$ cat src/hdl/tgarle_pkg.sv
`default_nettype none

package tgarle_pkg;

   // Field widths of the stream and result items.
   localparam int BYTE_WIDTH  = 8;
   localparam int PIXEL_WIDTH = 32;
   localparam int RUN_WIDTH   = 8;
   localparam int BPP_WIDTH   = 3;
   localparam int TOTAL_WIDTH = 32;

   // Configuration register indexes.
   localparam int CSR_INDEX_WIDTH = 2;
   localparam logic [CSR_INDEX_WIDTH-1:0] CSR_BYTES_PER_PIXEL = 2'd0;
   localparam logic [CSR_INDEX_WIDTH-1:0] CSR_TOTAL_PIXELS    = 2'd1;
   localparam logic [BPP_WIDTH-1:0]       BPP_RESET           = 3'd4;

   // Depth of the command queue between the front and the back.
   localparam int CMD_DEPTH     = 2;
   localparam int CMD_PTR_WIDTH = $clog2(CMD_DEPTH);
   localparam int CMD_CNT_WIDTH = $clog2(CMD_DEPTH + 1);

   // One compressed stream byte.
   typedef struct packed {
      logic [BYTE_WIDTH-1:0] stream_byte;
      logic                  image_start;
   } req_type;

   // One result: up to two pixels.
   typedef struct packed {
      logic [PIXEL_WIDTH-1:0] pixel_first;
      logic [PIXEL_WIDTH-1:0] pixel_second;
      logic [1:0]             pixel_count;
      logic                   last_of_packet;
      logic                   image_done;
   } rsp_type;

   // One pixel to be emitted a number of times (a raw pixel has a count of one).
   typedef struct packed {
      logic [PIXEL_WIDTH-1:0] pixel;
      logic [RUN_WIDTH-1:0]   count;
      logic                   image_done;
   } cmd_type;

   // Command queue head as seen by the back.
   typedef struct packed {
      logic    valid;
      cmd_type data;
   } cmd_head_type;

endpackage

`default_nettype wire

$ cat src/hdl/tga_rle_pixel_decoder.sv
// TGA run-length pixel decoder.
// Request channel: one compressed stream byte per request, written with req_push
// while req_full is low. Set image_start on the first packet header of an image.
// Result channel: while rsp_empty is low, rsp_data holds the oldest result (one or
// two pixels); rsp_pop takes it. Results leave in stream order.
// Configuration: csr_valid writes csr_wdata to register csr_index (0 is bytes per
// pixel, 1 is total pixels); csr_ready is always high. Write only while idle.
// Path: a completed pixel goes through the command queue and then the output
// register before it shows on the result ports.
// Throughput: the front takes one byte per cycle while its two-entry command
// queue has room. A run of N pixels becomes ceil(N/2) results, one per cycle while
// the receiver takes them, and the front keeps accepting bytes until the queue fills.
// Each raw pixel leaves as a result of its own.
// When the receiver stalls, the output register holds its result, the queue
// fills, and req_full rises; nothing is dropped.
// Reset clears the queue and the output register, sets bytes per pixel to 4 and
// total pixels to 0; bytes are then ignored until an image_start request.
`default_nettype none

module tga_rle_pixel_decoder
   import tgarle_pkg::*;
(
   input  wire logic                       clock,
   input  wire logic                       reset,
   input  wire logic                       req_push,
   input  wire req_type                    req_data,
   output logic                            req_full,
   output logic                            rsp_empty,
   output rsp_type                         rsp_data,
   input  wire logic                       rsp_pop,
   input  wire logic                       csr_valid,
   input  wire logic [CSR_INDEX_WIDTH-1:0] csr_index,
   input  wire logic [TOTAL_WIDTH-1:0]     csr_wdata,
   output logic                            csr_ready
);

   logic         cmd_push;
   cmd_type      cmd_data;
   logic         cmd_full;
   cmd_head_type cmd_head;
   logic         cmd_pop;

   // Byte parsing and packet bookkeeping.
   tgarle_front u_front (
      .clock     (clock),
      .reset     (reset),
      .req_push  (req_push),
      .req_data  (req_data),
      .req_full  (req_full),
      .csr_valid (csr_valid),
      .csr_index (csr_index),
      .csr_wdata (csr_wdata),
      .csr_ready (csr_ready),
      .cmd_push  (cmd_push),
      .cmd_data  (cmd_data),
      .cmd_full  (cmd_full)
   );

   // Queue of pixels with repeat counts.
   tgarle_cmd_fifo u_cmd_fifo (
      .clock    (clock),
      .reset    (reset),
      .cmd_push (cmd_push),
      .cmd_data (cmd_data),
      .cmd_full (cmd_full),
      .cmd_head (cmd_head),
      .cmd_pop  (cmd_pop)
   );

   // Run expansion into results.
   tgarle_back u_back (
      .clock     (clock),
      .reset     (reset),
      .cmd_head  (cmd_head),
      .cmd_pop   (cmd_pop),
      .rsp_empty (rsp_empty),
      .rsp_data  (rsp_data),
      .rsp_pop   (rsp_pop)
   );

   // The front never pushes a command into a full queue.
   assert property (@(posedge clock) disable iff (reset) cmd_push |-> !cmd_full)
      else $error("command pushed into a full queue");

   // No result is pending right after reset.
   assert property (@(posedge clock) reset |=> rsp_empty)
      else $error("result pending after reset");

   // A pending result carries one or two pixels.
   assert property (@(posedge clock) disable iff (reset)
      !rsp_empty |-> (rsp_data.pixel_count == 2'd1 || rsp_data.pixel_count == 2'd2))
      else $error("bad pixel count");

   // The last pixel of the image always closes a packet.
   assert property (@(posedge clock) disable iff (reset)
      (!rsp_empty && rsp_data.image_done) |-> rsp_data.last_of_packet)
      else $error("image done without end of packet");

endmodule

`default_nettype wire

$ cat src/hdl/tgarle_front.sv
`default_nettype none

module tgarle_front
   import tgarle_pkg::*;
(
   input  wire logic                       clock,
   input  wire logic                       reset,
   input  wire logic                       req_push,
   input  wire req_type                    req_data,
   output logic                            req_full,
   input  wire logic                       csr_valid,
   input  wire logic [CSR_INDEX_WIDTH-1:0] csr_index,
   input  wire logic [TOTAL_WIDTH-1:0]     csr_wdata,
   output logic                            csr_ready,
   output logic                            cmd_push,
   output cmd_type                         cmd_data,
   input  wire logic                       cmd_full
);

   localparam logic [1:0] PH_DONE   = 2'd0;
   localparam logic [1:0] PH_HEADER = 2'd1;
   localparam logic [1:0] PH_RUN    = 2'd2;
   localparam logic [1:0] PH_RAW    = 2'd3;

   logic [BPP_WIDTH-1:0]   bpp_ff, bpp_in;
   logic [TOTAL_WIDTH-1:0] total_ff, total_in;
   logic [1:0]             phase_ff, phase_in;
   logic [RUN_WIDTH-1:0]   packet_left_ff, packet_left_in;
   logic [1:0]             byte_index_ff, byte_index_in;
   logic [PIXEL_WIDTH-1:0] assembly_ff, assembly_in;
   logic [TOTAL_WIDTH-1:0] image_left_ff, image_left_in;

   logic                   accept;
   logic                   bpp_ok;
   logic [1:0]             phase_v;
   logic [TOTAL_WIDTH-1:0] image_left_v;
   logic [RUN_WIDTH-1:0]   header_count;
   logic [PIXEL_WIDTH-1:0] assembly_next;
   logic [1:0]             index_next;
   logic                   pixel_complete;
   logic [TOTAL_WIDTH-1:0] image_left_after;
   logic [RUN_WIDTH-1:0]   packet_left_after;

   assign csr_ready = 1'b1;
   assign req_full  = cmd_full;
   assign accept    = req_push && !req_full;
   assign bpp_ok    = (bpp_ff >= BPP_WIDTH'(1)) && (bpp_ff <= BPP_WIDTH'(4));

   // Configuration registers.
   always_comb begin
      bpp_in   = bpp_ff;
      total_in = total_ff;
      if (csr_valid && csr_ready) begin
         if (csr_index == CSR_BYTES_PER_PIXEL) begin
            bpp_in = csr_wdata[BPP_WIDTH-1:0];
         end else if (csr_index == CSR_TOTAL_PIXELS) begin
            total_in = csr_wdata;
         end
      end
   end

   // Phase and image count as they stand after a possible restart.
   always_comb begin
      phase_v      = phase_ff;
      image_left_v = image_left_ff;
      if (req_data.image_start) begin
         image_left_v = total_ff;
         phase_v      = (total_ff == '0) ? PH_DONE : PH_HEADER;
      end
   end

   // Header count, clamped to what is left of the image.
   always_comb begin
      header_count = {1'b0, req_data.stream_byte[6:0]} + RUN_WIDTH'(1);
      if (image_left_v < TOTAL_WIDTH'(header_count)) begin
         header_count = image_left_v[RUN_WIDTH-1:0];
      end
   end

   // Pixel assembly, one byte at a time, first byte in the low bits.
   assign assembly_next  = assembly_ff
                         | (PIXEL_WIDTH'(req_data.stream_byte) << {byte_index_ff, 3'b000});
   assign index_next     = byte_index_ff + 2'd1;
   assign pixel_complete = (index_next == 2'd0) || ({1'b0, index_next} >= bpp_ff);

   always_comb begin
      if (phase_v == PH_RAW) begin
         image_left_after  = image_left_v - TOTAL_WIDTH'(1);
         packet_left_after = packet_left_ff - RUN_WIDTH'(1);
      end else begin
         image_left_after  = image_left_v - TOTAL_WIDTH'(packet_left_ff);
         packet_left_after = '0;
      end
   end

   // Decode state machine.
   always_comb begin
      phase_in       = phase_ff;
      packet_left_in = packet_left_ff;
      byte_index_in  = byte_index_ff;
      assembly_in    = assembly_ff;
      image_left_in  = image_left_ff;
      cmd_push       = 1'b0;
      cmd_data.pixel      = assembly_next;
      cmd_data.count      = (phase_v == PH_RAW) ? RUN_WIDTH'(1) : packet_left_ff;
      cmd_data.image_done = (image_left_after == '0);
      if (accept) begin
         if (!bpp_ok) begin
            if (req_data.image_start) begin
               phase_in = PH_DONE;
            end
         end else begin
            phase_in      = phase_v;
            image_left_in = image_left_v;
            unique case (phase_v)
               PH_DONE: begin
               end
               PH_HEADER: begin
                  packet_left_in = header_count;
                  byte_index_in  = 2'd0;
                  assembly_in    = '0;
                  phase_in       = req_data.stream_byte[7] ? PH_RUN : PH_RAW;
               end
               PH_RUN, PH_RAW: begin
                  if (!pixel_complete) begin
                     byte_index_in = index_next;
                     assembly_in   = assembly_next;
                  end else begin
                     byte_index_in  = 2'd0;
                     assembly_in    = '0;
                     image_left_in  = image_left_after;
                     packet_left_in = packet_left_after;
                     cmd_push       = 1'b1;
                     if (packet_left_after == '0) begin
                        phase_in = (image_left_after == '0) ? PH_DONE : PH_HEADER;
                     end
                  end
               end
               default: begin
               end
            endcase
         end
      end
   end

   always_ff @(posedge clock) begin
      if (reset) begin
         bpp_ff         <= BPP_RESET;
         total_ff       <= '0;
         phase_ff       <= PH_DONE;
         packet_left_ff <= '0;
         byte_index_ff  <= '0;
         assembly_ff    <= '0;
         image_left_ff  <= '0;
      end else begin
         bpp_ff         <= bpp_in;
         total_ff       <= total_in;
         phase_ff       <= phase_in;
         packet_left_ff <= packet_left_in;
         byte_index_ff  <= byte_index_in;
         assembly_ff    <= assembly_in;
         image_left_ff  <= image_left_in;
      end
   end

endmodule

`default_nettype wire

$ cat src/hdl/tgarle_cmd_fifo.sv
`default_nettype none

module tgarle_cmd_fifo
   import tgarle_pkg::*;
(
   input  wire logic    clock,
   input  wire logic    reset,
   input  wire logic    cmd_push,
   input  wire cmd_type cmd_data,
   output logic         cmd_full,
   output cmd_head_type cmd_head,
   input  wire logic    cmd_pop
);

   cmd_type                  entry_ff [CMD_DEPTH];
   logic [CMD_PTR_WIDTH-1:0] wr_ptr_ff, wr_ptr_in;
   logic [CMD_PTR_WIDTH-1:0] rd_ptr_ff, rd_ptr_in;
   logic [CMD_CNT_WIDTH-1:0] fill_ff, fill_in;
   logic                     do_push, do_pop;

   assign cmd_full      = (fill_ff == CMD_CNT_WIDTH'(CMD_DEPTH));
   assign cmd_head.valid = (fill_ff != '0);
   assign cmd_head.data  = entry_ff[rd_ptr_ff];
   assign do_push       = cmd_push && !cmd_full;
   assign do_pop        = cmd_pop && cmd_head.valid;

   // Pointer and fill count update.
   always_comb begin
      wr_ptr_in = wr_ptr_ff;
      rd_ptr_in = rd_ptr_ff;
      fill_in   = fill_ff;
      if (do_push) begin
         wr_ptr_in = (wr_ptr_ff == CMD_PTR_WIDTH'(CMD_DEPTH - 1)) ? '0
                                                               : wr_ptr_ff + 1'b1;
      end
      if (do_pop) begin
         rd_ptr_in = (rd_ptr_ff == CMD_PTR_WIDTH'(CMD_DEPTH - 1)) ? '0
                                                               : rd_ptr_ff + 1'b1;
      end
      if (do_push && !do_pop) begin
         fill_in = fill_ff + 1'b1;
      end else if (do_pop && !do_push) begin
         fill_in = fill_ff - 1'b1;
      end
   end

   always_ff @(posedge clock) begin
      if (reset) begin
         wr_ptr_ff <= '0;
         rd_ptr_ff <= '0;
         fill_ff   <= '0;
      end else begin
         wr_ptr_ff <= wr_ptr_in;
         rd_ptr_ff <= rd_ptr_in;
         fill_ff   <= fill_in;
      end
   end

   // Entry storage needs no reset.
   always_ff @(posedge clock) begin
      if (do_push) begin
         entry_ff[wr_ptr_ff] <= cmd_data;
      end
   end

endmodule

`default_nettype wire

$ cat src/hdl/tgarle_back.sv
`default_nettype none

module tgarle_back
   import tgarle_pkg::*;
(
   input  wire logic         clock,
   input  wire logic         reset,
   input  wire cmd_head_type cmd_head,
   output logic              cmd_pop,
   output logic              rsp_empty,
   output rsp_type           rsp_data,
   input  wire logic         rsp_pop
);

   logic                   busy_ff, busy_in;
   logic [PIXEL_WIDTH-1:0] pixel_ff, pixel_in;
   logic [RUN_WIDTH-1:0]   left_ff, left_in;
   logic                   done_ff, done_in;
   logic                   out_valid_ff, out_valid_in;
   rsp_type                out_data_ff, out_data_in;

   logic                   src_valid;
   logic [PIXEL_WIDTH-1:0] src_pixel;
   logic [RUN_WIDTH-1:0]   src_left;
   logic                   src_done;
   logic                   out_free;
   logic                   pair;
   logic [RUN_WIDTH-1:0]   left_after;
   logic                   emit;

   // The current run, or the queue head when no run is under way.
   assign src_valid = busy_ff || cmd_head.valid;
   assign src_pixel = busy_ff ? pixel_ff : cmd_head.data.pixel;
   assign src_left  = busy_ff ? left_ff : cmd_head.data.count;
   assign src_done  = busy_ff ? done_ff : cmd_head.data.image_done;

   assign out_free   = !out_valid_ff || rsp_pop;
   assign emit       = src_valid && out_free;
   assign pair       = (src_left >= RUN_WIDTH'(2));
   assign left_after = src_left - (pair ? RUN_WIDTH'(2) : RUN_WIDTH'(1));
   assign cmd_pop    = emit && !busy_ff;

   assign rsp_empty = !out_valid_ff;
   assign rsp_data  = out_data_ff;

   // Run expansion, two pixels per result while at least two are left, else one.
   always_comb begin
      busy_in      = busy_ff;
      pixel_in     = pixel_ff;
      left_in      = left_ff;
      done_in      = done_ff;
      out_valid_in = out_valid_ff && !rsp_pop;
      out_data_in  = out_data_ff;
      if (emit) begin
         busy_in                    = (left_after != '0);
         pixel_in                   = src_pixel;
         left_in                    = left_after;
         done_in                    = src_done;
         out_valid_in               = 1'b1;
         out_data_in.pixel_first    = src_pixel;
         out_data_in.pixel_second   = pair ? src_pixel : '0;
         out_data_in.pixel_count    = pair ? 2'd2 : 2'd1;
         out_data_in.last_of_packet = (left_after == '0);
         out_data_in.image_done     = (left_after == '0) && src_done;
      end
   end

   always_ff @(posedge clock) begin
      if (reset) begin
         busy_ff      <= 1'b0;
         out_valid_ff <= 1'b0;
      end else begin
         busy_ff      <= busy_in;
         out_valid_ff <= out_valid_in;
      end
   end

   always_ff @(posedge clock) begin
      pixel_ff    <= pixel_in;
      left_ff     <= left_in;
      done_ff     <= done_in;
      out_data_ff <= out_data_in;
   end

endmodule

`default_nettype wire
$ cat config.mk
export PLATFORM = sky130hd
export DESIGN_NAME = tga_rle_pixel_decoder
export DESIGN_NICKNAME = d
export VERILOG_FILES = /design/src/hdl/tgarle_pkg.sv /design/src/hdl/tga_rle_pixel_decoder.sv /design/src/hdl/tgarle_front.sv /design/src/hdl/tgarle_cmd_fifo.sv /design/src/hdl/tgarle_back.sv
export SDC_FILE = /design/constraint.sdc
export NUM_CORES = 1
export LEC_CHECK = 0
export BUFFER_PORTS_ARGS = -buffer_cell sky130_fd_sc_hd__buf_2
export CAP_MARGIN = 10
export CORE_MARGIN = 2
export CORE_UTILIZATION = 64
export DETAILED_ROUTE_END_ITERATION = 16
export GPL_ROUTABILITY_DRIVEN = 0
export PLACE_DENSITY = 0.85
export SETUP_SLACK_MARGIN = 0.1
export SYNTH_ARGS = -nofsm -noshare
export SYNTH_HDL_FRONTEND = slang
export SYNTH_SLANG_ARGS = --single-unit
export TNS_END_PERCENT = 20
$ cat constraint.sdc
create_clock -name clock -period 13.6 [get_ports clock]
set_input_delay 2.72 -clock clock [delete_from_list [all_inputs] [get_ports clock]]
set_output_delay 2.72 -clock clock [all_outputs]
set_load 0.005 [all_outputs]
# Word-level counts from Yosys, hierarchy flattened
# Memory sizes are Yosys's and may differ from the RTL's. A register that Yosys moved wholly into a read port is not among the register bits.
# Index checks and enable logic that the tools add are counted.
[op_classes]
n_mux = 40
order_cmp = 5
eq_ne = 6
reduce_logical = 37
bitwise = 2
add_sub_neg = 10
shift = 1
[ops]
columns = ["operator", "n"]
rows = [
  ["$mux 32", 6],
  ["$logic_not 32->1", 2],
  ["$pmux 32 s2", 1],
  ["$mux 8", 5],
  ["$lt 32x8->1", 1],
  ["$or 32x32->32", 1],
  ["$shl 8x5->32", 1],
  ["$sub 32x1->32 const B", 1],
  ["$sub 32x8->32", 1],
  ["$mux 2", 10],
  ["$logic_not 8->1", 2],
  ["$pmux 8 s2", 1],
  ["$mux 1", 15],
  ["$logic_and 1x1->1", 10],
  ["$add 7x1->8 const B", 1],
  ["$ge 8x2->1 const B", 1],
  ["$pmux 2 s2", 2],
  ["$reduce_bool 2->1", 4],
  ["$reduce_bool 8->1", 1],
  ["$sub 8x1->8 const B", 1],
  ["$sub 8x8->8", 1],
  ["$eq 2x2->1 const B", 3],
  ["$logic_not 1->1", 6],
  ["$reduce_and 2->1", 3],
  ["other kinds (14)", 21],
]
[totals]
wordCells = 121
reg_bits = 194
n_memories = 1
ramBits = 82
[mem_list]
columns = ["name", "depth", "word_bits", "rd", "rd_ports_with_merged_regs", "write_ports", "line", "source"]
rows = [
  ["u_cmd_fifo.entry_ff", 2, 41, 1, 1, 1, "tgarle_cmd_fifo.sv:15", "cmd_type entry_ff [CMD_DEPTH];"],
]

# Logic depth before layout (Yosys ltp)
# Gate-level depths: netlist (run 1).
[logic_depth]
ltp_word = 13
ltp_mapped = 20

# By module
# A second synthesis (run 1) with hierarchy kept.
[hier_totals]
hier_cells = 1272
hier_area_um2 = 13385.3
[modules_own_cells]
columns = ["module", "area_per_inst_um2", "cells_per_inst", "n_inst"]
rows = [
  ["tgarle_front", 6754.0, 894, 1],
  ["tgarle_back", 3462.1, 225, 1],
  ["tgarle_cmd_fifo", 3169.3, 153, 1],
]

# Least setup slack after synthesis (run 1)
# Ideal clock, no wire load.
[synth_timing]
path_kind = "in2reg"
from = "in req_data[0] (netlist name)"
to = "mem u_cmd_fifo.entry_ff[0][0] (netlist name), enable pin"
arrival_time_ns = 7.056
setup_time_ns = 0.490
stages = 9
slack_ns = 6.054
required_time_ns = 13.110
path_cell_list = "buf_4 > buf_4 > buf_6 > buf_4 > buf_4 > nor2b_1 > nand2_1 > clkbuf_1 > nor3_1"
[synth_between]
elab_chain_len = 9
word_cells_on_any_way = 10
[synth_lines]
columns = ["element", "line", "source"]
rows = [
  ["start: declaration", "tga_rle_pixel_decoder.sv:26", "input wire req_type req_data,"],
  ["$mux 2 (*)", "tgarle_front.sv:66", "if (req_data.image_start) begin"],
  ["$eq 2x2->1", "tgarle_front.sv:115", "unique case (phase_v)"],
  ["$reduce_or 2->1 (*)", "tgarle_front.sv:115", ""],
  ["$mux 1 (*)", "tgarle_front.sv:115", ""],
  ["$mux 1 (*)", "tgarle_front.sv:108", "if (!bpp_ok) begin"],
  ["$mux 1 (*)", "tgarle_front.sv:107", "if (accept) begin"],
  ["$logic_and 1x1->1 (*)", "tgarle_cmd_fifo.sv:24", "assign do_push = cmd_push && !cmd_full;"],
  ["$mux 1 (*)", "tgarle_cmd_fifo.sv:61", "if (do_push) begin"],
  ["$mux 1 (not written as such) (*)", "tgarle_cmd_fifo.sv:62", "entry_ff[wr_ptr_ff] <= cmd_data;"],
  ["end: declaration", "tgarle_cmd_fifo.sv:15", ""],
]
# Every way passes the cells marked *; elsewhere a longest branch is shown, timed or not.

==> results.md, run 1 <==
* Status: finished, final reports clean
* Die area at ~22000 sq um
* Sequential share of the synthesized area at 0.538
* Slew margin rel. at 0.260
* CP endpoint kind: flip-flop
* Cell variety after synth at 71
* DR WL/cell at 18.2 microns
* Die Y at between 100 and 150 microns
* Reg2Reg Depth at 15
* Critical R2R Launch: u_front.total_ff[12]$_SDFFE_PP0P_
* Initial core utilization at 0.653
* Cell area after synthesis at between 10000 and 15000 sq um
* Most instantiated library cell after synthesis: nand2_1
* Minimum clock period after layout at 7120 ps
* Final ANT Viol Nets at 0
* Synth top area share at 0.360
* YS warnings at 0
* Clock root buffer master: clkbuf_16
* Crit path arrival time at 7550 ps
* Setup TNS at 0 ps
* CP required at 14030 ps
* NumNets Final at 1465
* Pwr Total at 2.48 mW
* Pwr Density at 168 nW/um^2
* Number of port buffers at 117
* Final wirelength at 30700 microns
* Hold Crit Class: reg2reg
* Post-synth EDFFs at 159
* I/O pin total at 119
* Die X at 148 microns
* Total GRT Usage at 0.276
* Drt via density at ~6.2
* Unrepaired setup endpoints after global routing: false
* Reg-to-reg endpoint: u_front.phase_ff[0]$_SDFFE_PP0P_
* Total CTS buffers at 28
* Layout cells sized above 1 at 0.133
* CP Launch Type: input pin
* TritonCTS clock tree: done
* R2R Setup Slk at 8340 ps
* Crit-path max FO at 18
* Grt ovf at 0
* Worst-Skew Late Latency at 560 ps
* Maximum VDD drop at 0.134 mV
* Global-route wire length before repair at between 40000 and 50000 microns
* Drt pass-1 iters at 7
* Top post-synthesis cells by count: 163 x nand2_1, 159 x edfxtp_1, 122 x a21oi_1
* Final HPWL DP at 20300 microns
* Critical path class: in2reg
* Final hold viol count at 0
* Hold_sp: u_front.image_left_ff[30]$_SDFFE_PP0P_
* Top_reg_cell synth: edfxtp_1
* CTS Sinks at approximately 280
* Area leader, netlist: edfxtp_1
* Pins Over Slew Limit at 0
* CTS Buffer Depth at 3
* Clock slew at reported path FFs at roughly 60 ps
* Residual DRC at 0
* Largest net degree at the start of global routing at 89
* Fin crit share at 0.524
* Vias at 10.4k
* Vias in the first global route at roughly 9.7k
* Fin Clk Skew at ~8.4 ps
* Cells after Synth at 1318
* Post-cts sizing count at 0
* Synth Register Bits at 277
* Layout area overhead at 11.5%
* Setup Viol. Count Final at 0
* Ys async rst share at 0
* Postcts setup bufs at 0
* Leak at 5.71 nW
* FP Rows at 52
* Max Cap Violations at 0
* Initial DRC Count at 1038
* Hold Path Stages at 2
* CORE AREA at 20300 sq um
* Average size of a mapped cell at 10.1 sq um
* # hold bufs at CTS at 0
* Synth top area cells: edfxtp_1 36%, dfxtp_1 18%, mux2i_1 5.2%, nand2_1 4.6%, a21oi_1 4.6%
* WHS Endpoint: u_front.image_left_ff[30]$_SDFFE_PP0P_
* Worst-Margin Slew at 1110 ps
* Antenna violations before repair at 0
* Ant. Diodes at 0
* Net count after synthesis at 1391
* Fmax at 0.140 GHz
* H-tree levels at 1
-- area by class of cell --
cell class / count / area, sq um
clock inverter: 5 / 53.8
fill: 1459 / 5520
inverter: 31 / 116
clock buffer: 47 / 833
timing repair buffer: 127 / 661
multi-input combinational: 927 / 5640
sequential: 277 / 7140
tap: 270 / 338
-- power breakdown --
group          internal, mW  leakage (nW)  total [mW]  switching, mW
clock network         0.418         0.434       0.733          0.315
registers              1.08          2.41        1.15         0.0665
logic                 0.233          2.86       0.598          0.365
-- per-stage QoR --
stage / instance area (sq um) / util / setup WS (ps) / cells / hold slack, ps
floorplan: 13300 / - / 6050 / 1318 / 429
global placement: 13900 / 0.685 / 6280 / 1632 / 440
detailed placement: 13900 / 0.685 / 6110 / 1632 / 446
finish: 14800 / 0.728 / 6480 / 1684 / 459
CTS: 14800 / 0.728 / 6610 / 1684 / 455
global route: 14800 / 0.728 / 5930 / 1684 / 490
-- sequential cells by signal, indices dropped and copies added (netlist names), named ones only --
name and count:
u_back.busy_ff 1, u_back.done_ff 1, u_back.left_ff 8, u_back.out_valid_ff 1, u_back.pixel_ff 32, u_back.rsp_data 36
u_cmd_fifo.entry_ff 82, u_cmd_fifo.fill_ff 2, u_cmd_fifo.rd_ptr_ff 1, u_cmd_fifo.wr_ptr_ff 1, u_front.assembly_ff 32, u_front.bpp_ff 3
u_front.byte_index_ff 2, u_front.image_left_ff 32, u_front.packet_left_ff 8, u_front.phase_ff 2, u_front.total_ff 32
-- routing by layer --
metal | global-route usage | share of wire | vias to the layer above
met5 | 0 | 0 | -
met4 | 0.108 | 0.032 | 0
met3 | 0.0398 | 0.080 | 107
met2 | 0.451 | 0.47 | 523
met1 | 0.377 | 0.42 | 4830
li1 | - | - | 4925
-- worst max path at each step --
stage	start	to	depth (start not counted)
after floorplan	req_data[0]	u_cmd_fifo.entry_ff[0][0]$_DFFE_PP_	9
after global placement	req_data[0]	u_front.phase_ff[0]$_SDFFE_PP0P_	16
after detailed placement	req_data[0]	u_front.phase_ff[0]$_SDFFE_PP0P_	16
after CTS	req_data[0]	u_front.phase_ff[0]$_SDFFE_PP0P_	16
after global routing	req_data[0]	u_front.phase_ff[0]$_SDFFE_PP0P_	16
final	req_data[0]	u_front.phase_ff[0]$_SDFFE_PP0P_	16
-- layout by cell type, fill, tap and decap left out, types with 12 or more instances in the layout --
cell type	n
nand2_1	163
edfxtp_1	159
a21oi_1	122
buf_2	117
dfxtp_1	116
nor2_1	106
o21ai_0	70
mux2i_1	69
nor2b_1	41
a21o_1	41
nor3_1	34
inv_1	31
clkbuf_16	28
nand3_1	26
ha_1	23
nor4_1	22
xor2_1	18
xnor2_1	16
nor3b_1	12
clkbuf_1	12
-- logic make-up (layout without fill, tap and decap cells) --
kind of cell | after synthesis | count (layout) | share of synthesized area
other | 1 | 1 | 0.000283
buffers and inverters | 114 | 210 | 0.0372
muxes | 76 | 76 | 0.0580
xor gates and xnor gates | 34 | 34 | 0.0225
AOI/OAI and AO/OA | 319 | 319 | 0.147
and+or+nand+nor | 472 | 472 | 0.173
adders and majority gates | 25 | 25 | 0.0247
DFF | 277 | 277 | 0.538
-- critical path, stage by stage --
cell	delay (ps)
buf_2	160
or4b_1	490
nand4bb_1	210
o32ai_1	810
or2_2	430
nand2_1	150
ha_1	240
fa_1	410
xor2_1	260
nand2_1	80
a2111oi_0	290
o221ai_1	210
nor4_1	300
nand4_1	170
nor4_2	470
o31ai_1	140
(Power assumes the default switching activity.)
==> inputs of run 2 (changes only) <==
--- a/config.mk
+++ b/config.mk
@@ -8,10 +8,10 @@
 export BUFFER_PORTS_ARGS = -buffer_cell sky130_fd_sc_hd__buf_2
 export CAP_MARGIN = 10
 export CORE_MARGIN = 2
-export CORE_UTILIZATION = 64
+export CORE_UTILIZATION = 54
 export DETAILED_ROUTE_END_ITERATION = 16
 export GPL_ROUTABILITY_DRIVEN = 0
-export PLACE_DENSITY = 0.85
+export PLACE_DENSITY = 0.76
 export SETUP_SLACK_MARGIN = 0.1
 export SYNTH_ARGS = -nofsm -noshare
 export SYNTH_HDL_FRONTEND = slang
==> constraint.sdc (replaced) <==
create_clock -name clock -period 5.8 [get_ports clock]
set_input_delay 1.16 -clock clock [delete_from_list [all_inputs] [get_ports clock]]
set_output_delay 1.16 -clock clock [all_outputs]
set_load 0.005 [all_outputs]
==> run 2 against run 1 <==
Against the previous run:
- clock skew rose by 8.4 ps
- critical endpoint unchanged
- hold slack got worse by 5.4 ps
- largest power group unchanged
- flip-flop and latch count stayed put
- sequential share of layout area decreased by 0.46 points
- cell count grew 3.4%
- setup slack lost 5700 ps
- clock power is 140% higher
- wire length decreased by 0.41%
- combinational power rose by 130%
- first-iteration DRC count down 4.9%
- via count decreased by 2.0%
- largest cell class unchanged
- critical path depth shrank 1
==> results.md, run 2 (synthesized netlist as in run 1, its figures left out) <==
* Status: finished, final reports clean
* Residual DRC at 0 (unchanged)
* TritonCTS clock tree: done
* Die Y at 161 microns (+8.6%)
* Fin Clk Skew at 16.8 ps (+8.43 ps)
* Hold Crit Class: reg2reg
* Crit-path max FO at 18 (unchanged)
* Setup TNS at 0 ps (unchanged)
* Worst-Margin Slew at 1130 ps (+23.1 ps)
* Worst-Skew Late Latency at 560 ps (about the same)
* Setup Viol. Count Final at 0 (unchanged)
* DR WL/cell at 17.5 microns (-3.7%)
* Number of port buffers at 117 (unchanged)
* CP endpoint kind: flip-flop
* Drt via density at 5.84 (-5.3%)
* Die X at 161 microns (+8.6%)
* Clock root buffer master: clkbuf_16
* Unrepaired setup endpoints after global routing: false
* Critical Path Sink: u_front.phase_ff[0]$_SDFFE_PP0P_
* Reg-to-reg endpoint: u_front.phase_ff[0]$_SDFFE_PP0P_
* Pwr Density at 391 nW/um^2 (+130%)
* Ant. Diodes at 0 (unchanged)
* Place WS at 345 ps (-5770 ps)
* Most common cell after layout, fill and taps aside: nand2_1
* Post-cts sizing count at 0 (unchanged)
* Largest register FFs at 82 (unchanged)
* Post-Layout Inst Area at 14900 sq um (+0.96%)
* Post-Route Utilization at 0.617 (-0.111)
* CP required at 6210 ps (-7820 ps)
* Critical path class: in2reg
* Final hold viol count at 0 (unchanged)
* Fin Hold WS at 454 ps (-5.42 ps)
* Die area at 25800 sq um (+18%)
* CORE AREA at 24200 sq um (+19%)
* Vias in the first global route at 9466 (-2.0%)
* Antenna violations before repair at 0 (unchanged)
* Reg2Reg Depth at 14 (-1)
* Final worst slack at 797 ps (-5680 ps)
* Vias at 10.2k (-2.0%)
* Initial DRC Count at 987 (-4.9%)
* CTS Buffer Depth at 3 (unchanged)
* Fin crit share at 0.863
* CP Launch Type: input pin
* Layout area overhead at 12.6%
* R2R Setup Slk at 1020 ps (-7320 ps)
* Largest register by flop count: u_cmd_fifo.entry_ff
* Critical R2R Launch: u_front.total_ff[12]$_SDFFE_PP0P_
* FP Rows at 57 (+9.6%)
* Slew margin rel. at 0.245 (-0.0154)
* Layout cells sized above 1 at 0.137 (+0.00386)
* Max Cap Violations at 0 (unchanged)
* # hold bufs at CTS at 0 (unchanged)
* CTS Sinks at 277 (unchanged)
* I/O pin total at 119 (unchanged)
* Total CTS buffers at 28 (unchanged)
* Post-DP Area at 14000 sq um (+0.80%)
* Initial core utilization at 0.548 (-0.105)
* Final wirelength at 30500 microns (-0.41%)
* Most frequent cells in the layout: 163 x nand2_1, 159 x edfxtp_1, 122 x a21oi_1
* Total GRT Usage at 0.232 (-0.0448)
* Drt pass-1 iters at 6 (-1)
* Final ANT Viol Nets at 0 (unchanged)
* Maximum VDD drop at 0.247 mV (+84%)
* Final HPWL DP at 20900 microns (+3.0%)
* Pins Over Slew Limit at 0 (unchanged)
* Crit path arrival time at 5420 ps (-2130 ps)
* H-tree levels at 1 (unchanged)
* Clock slew at reported path FFs at 60 ps (about the same)
* Fmax at approximately 0.2 GHz
* Largest net degree at the start of global routing at 94 (+5.6%)
* NumNets Final at 1470 (+0.34%)
* Setup crit start: req_data[0]
* Postcts setup bufs at 0 (unchanged)
* Leak at 5.75 nW (+0.74%)
* Fill cell count at 1951 (+34%)
* Global-route wire length before repair at 48900 microns (-0.28%)
* Minimum clock period after layout at 5000 ps
* Grt ovf at 0 (unchanged)
-- run 2: cell types whose count changed in the layout (fill, tap and decap cells not counted) --
cell,delta
clkbuf_8,+2
buf_4,+5
clkbuf_16,+1
clkinv_4,-1
nor3_2,-1
clkbuf_1,-2
clkinv_2,-2
nor3_4,+1
clkbuf_2,+1
-- run 2: cell type report --
type                    count  area, sq um  area share
inverters                  31          116     0.00780
repair buffers            132          698      0.0468
multi-input cells         927         5650       0.378
clock buffers              49          883      0.0592
flip-flops and latches    277         7140       0.478
well taps                 324          405      0.0272
clock inverters             2         35.0     0.00235
-- run 2: through the flow --
step / instances / total power, mW
floorplan: 1318 / 3.63
global route: 1742 / 6.14
finish: 1742 / 5.84
detailed placement: 1691 / 4.11
global placement: 1691 / 4.07
CTS: 1742 / 5.87
-- run 2: layer usage --
metal	up-vias	GRT usage	routed length [microns]
met5	-	0	0
met1	4737	0.317	13100
met2	442	0.379	14000
li1	4918	-	-
met3	81	0.0398	2470
met4	0	0.0726	902
-- run 2: how the worst min path moves through the flow --
stage,from,end,slack [ps],depth (start not counted)
after floorplan,u_front.image_left_ff[30]$_SDFFE_PP0P_,u_front.image_left_ff[30]$_SDFFE_PP0P_,430,2
after global placement,u_front.image_left_ff[0]$_SDFFE_PP0P_,u_front.image_left_ff[0]$_SDFFE_PP0P_,440,2
after detailed placement,u_front.image_left_ff[0]$_SDFFE_PP0P_,u_front.image_left_ff[0]$_SDFFE_PP0P_,450,2
after CTS,u_front.image_left_ff[30]$_SDFFE_PP0P_,u_front.image_left_ff[30]$_SDFFE_PP0P_,460,2
after global routing,u_front.image_left_ff[0]$_SDFFE_PP0P_,u_front.image_left_ff[0]$_SDFFE_PP0P_,470,2
final,u_front.image_left_ff[30]$_SDFFE_PP0P_,u_front.image_left_ff[30]$_SDFFE_PP0P_,450,2
-- run 2: where the power goes --
group          total [mW]  internal (mW)  leakage, nW  switching (mW)
logic                1.38          0.549         2.89           0.835
registers            2.71           2.54         2.41           0.169
clock network        1.75           1.03        0.450           0.722
total                5.84           4.12         5.75            1.73
-- run 2: worst max-delay path, cell delays in order --
cell	delay [ps]
buf_2	90
or4b_1	520
nand4bb_1	260
o32ai_1	380
or2_2	370
nand2_1	150
ha_1	370
nor2b_1	160
o31ai_1	480
a21o_1	400
a21oi_1	120
nor4_1	280
nand4_1	140
nor4_2	400
o31ai_1	130
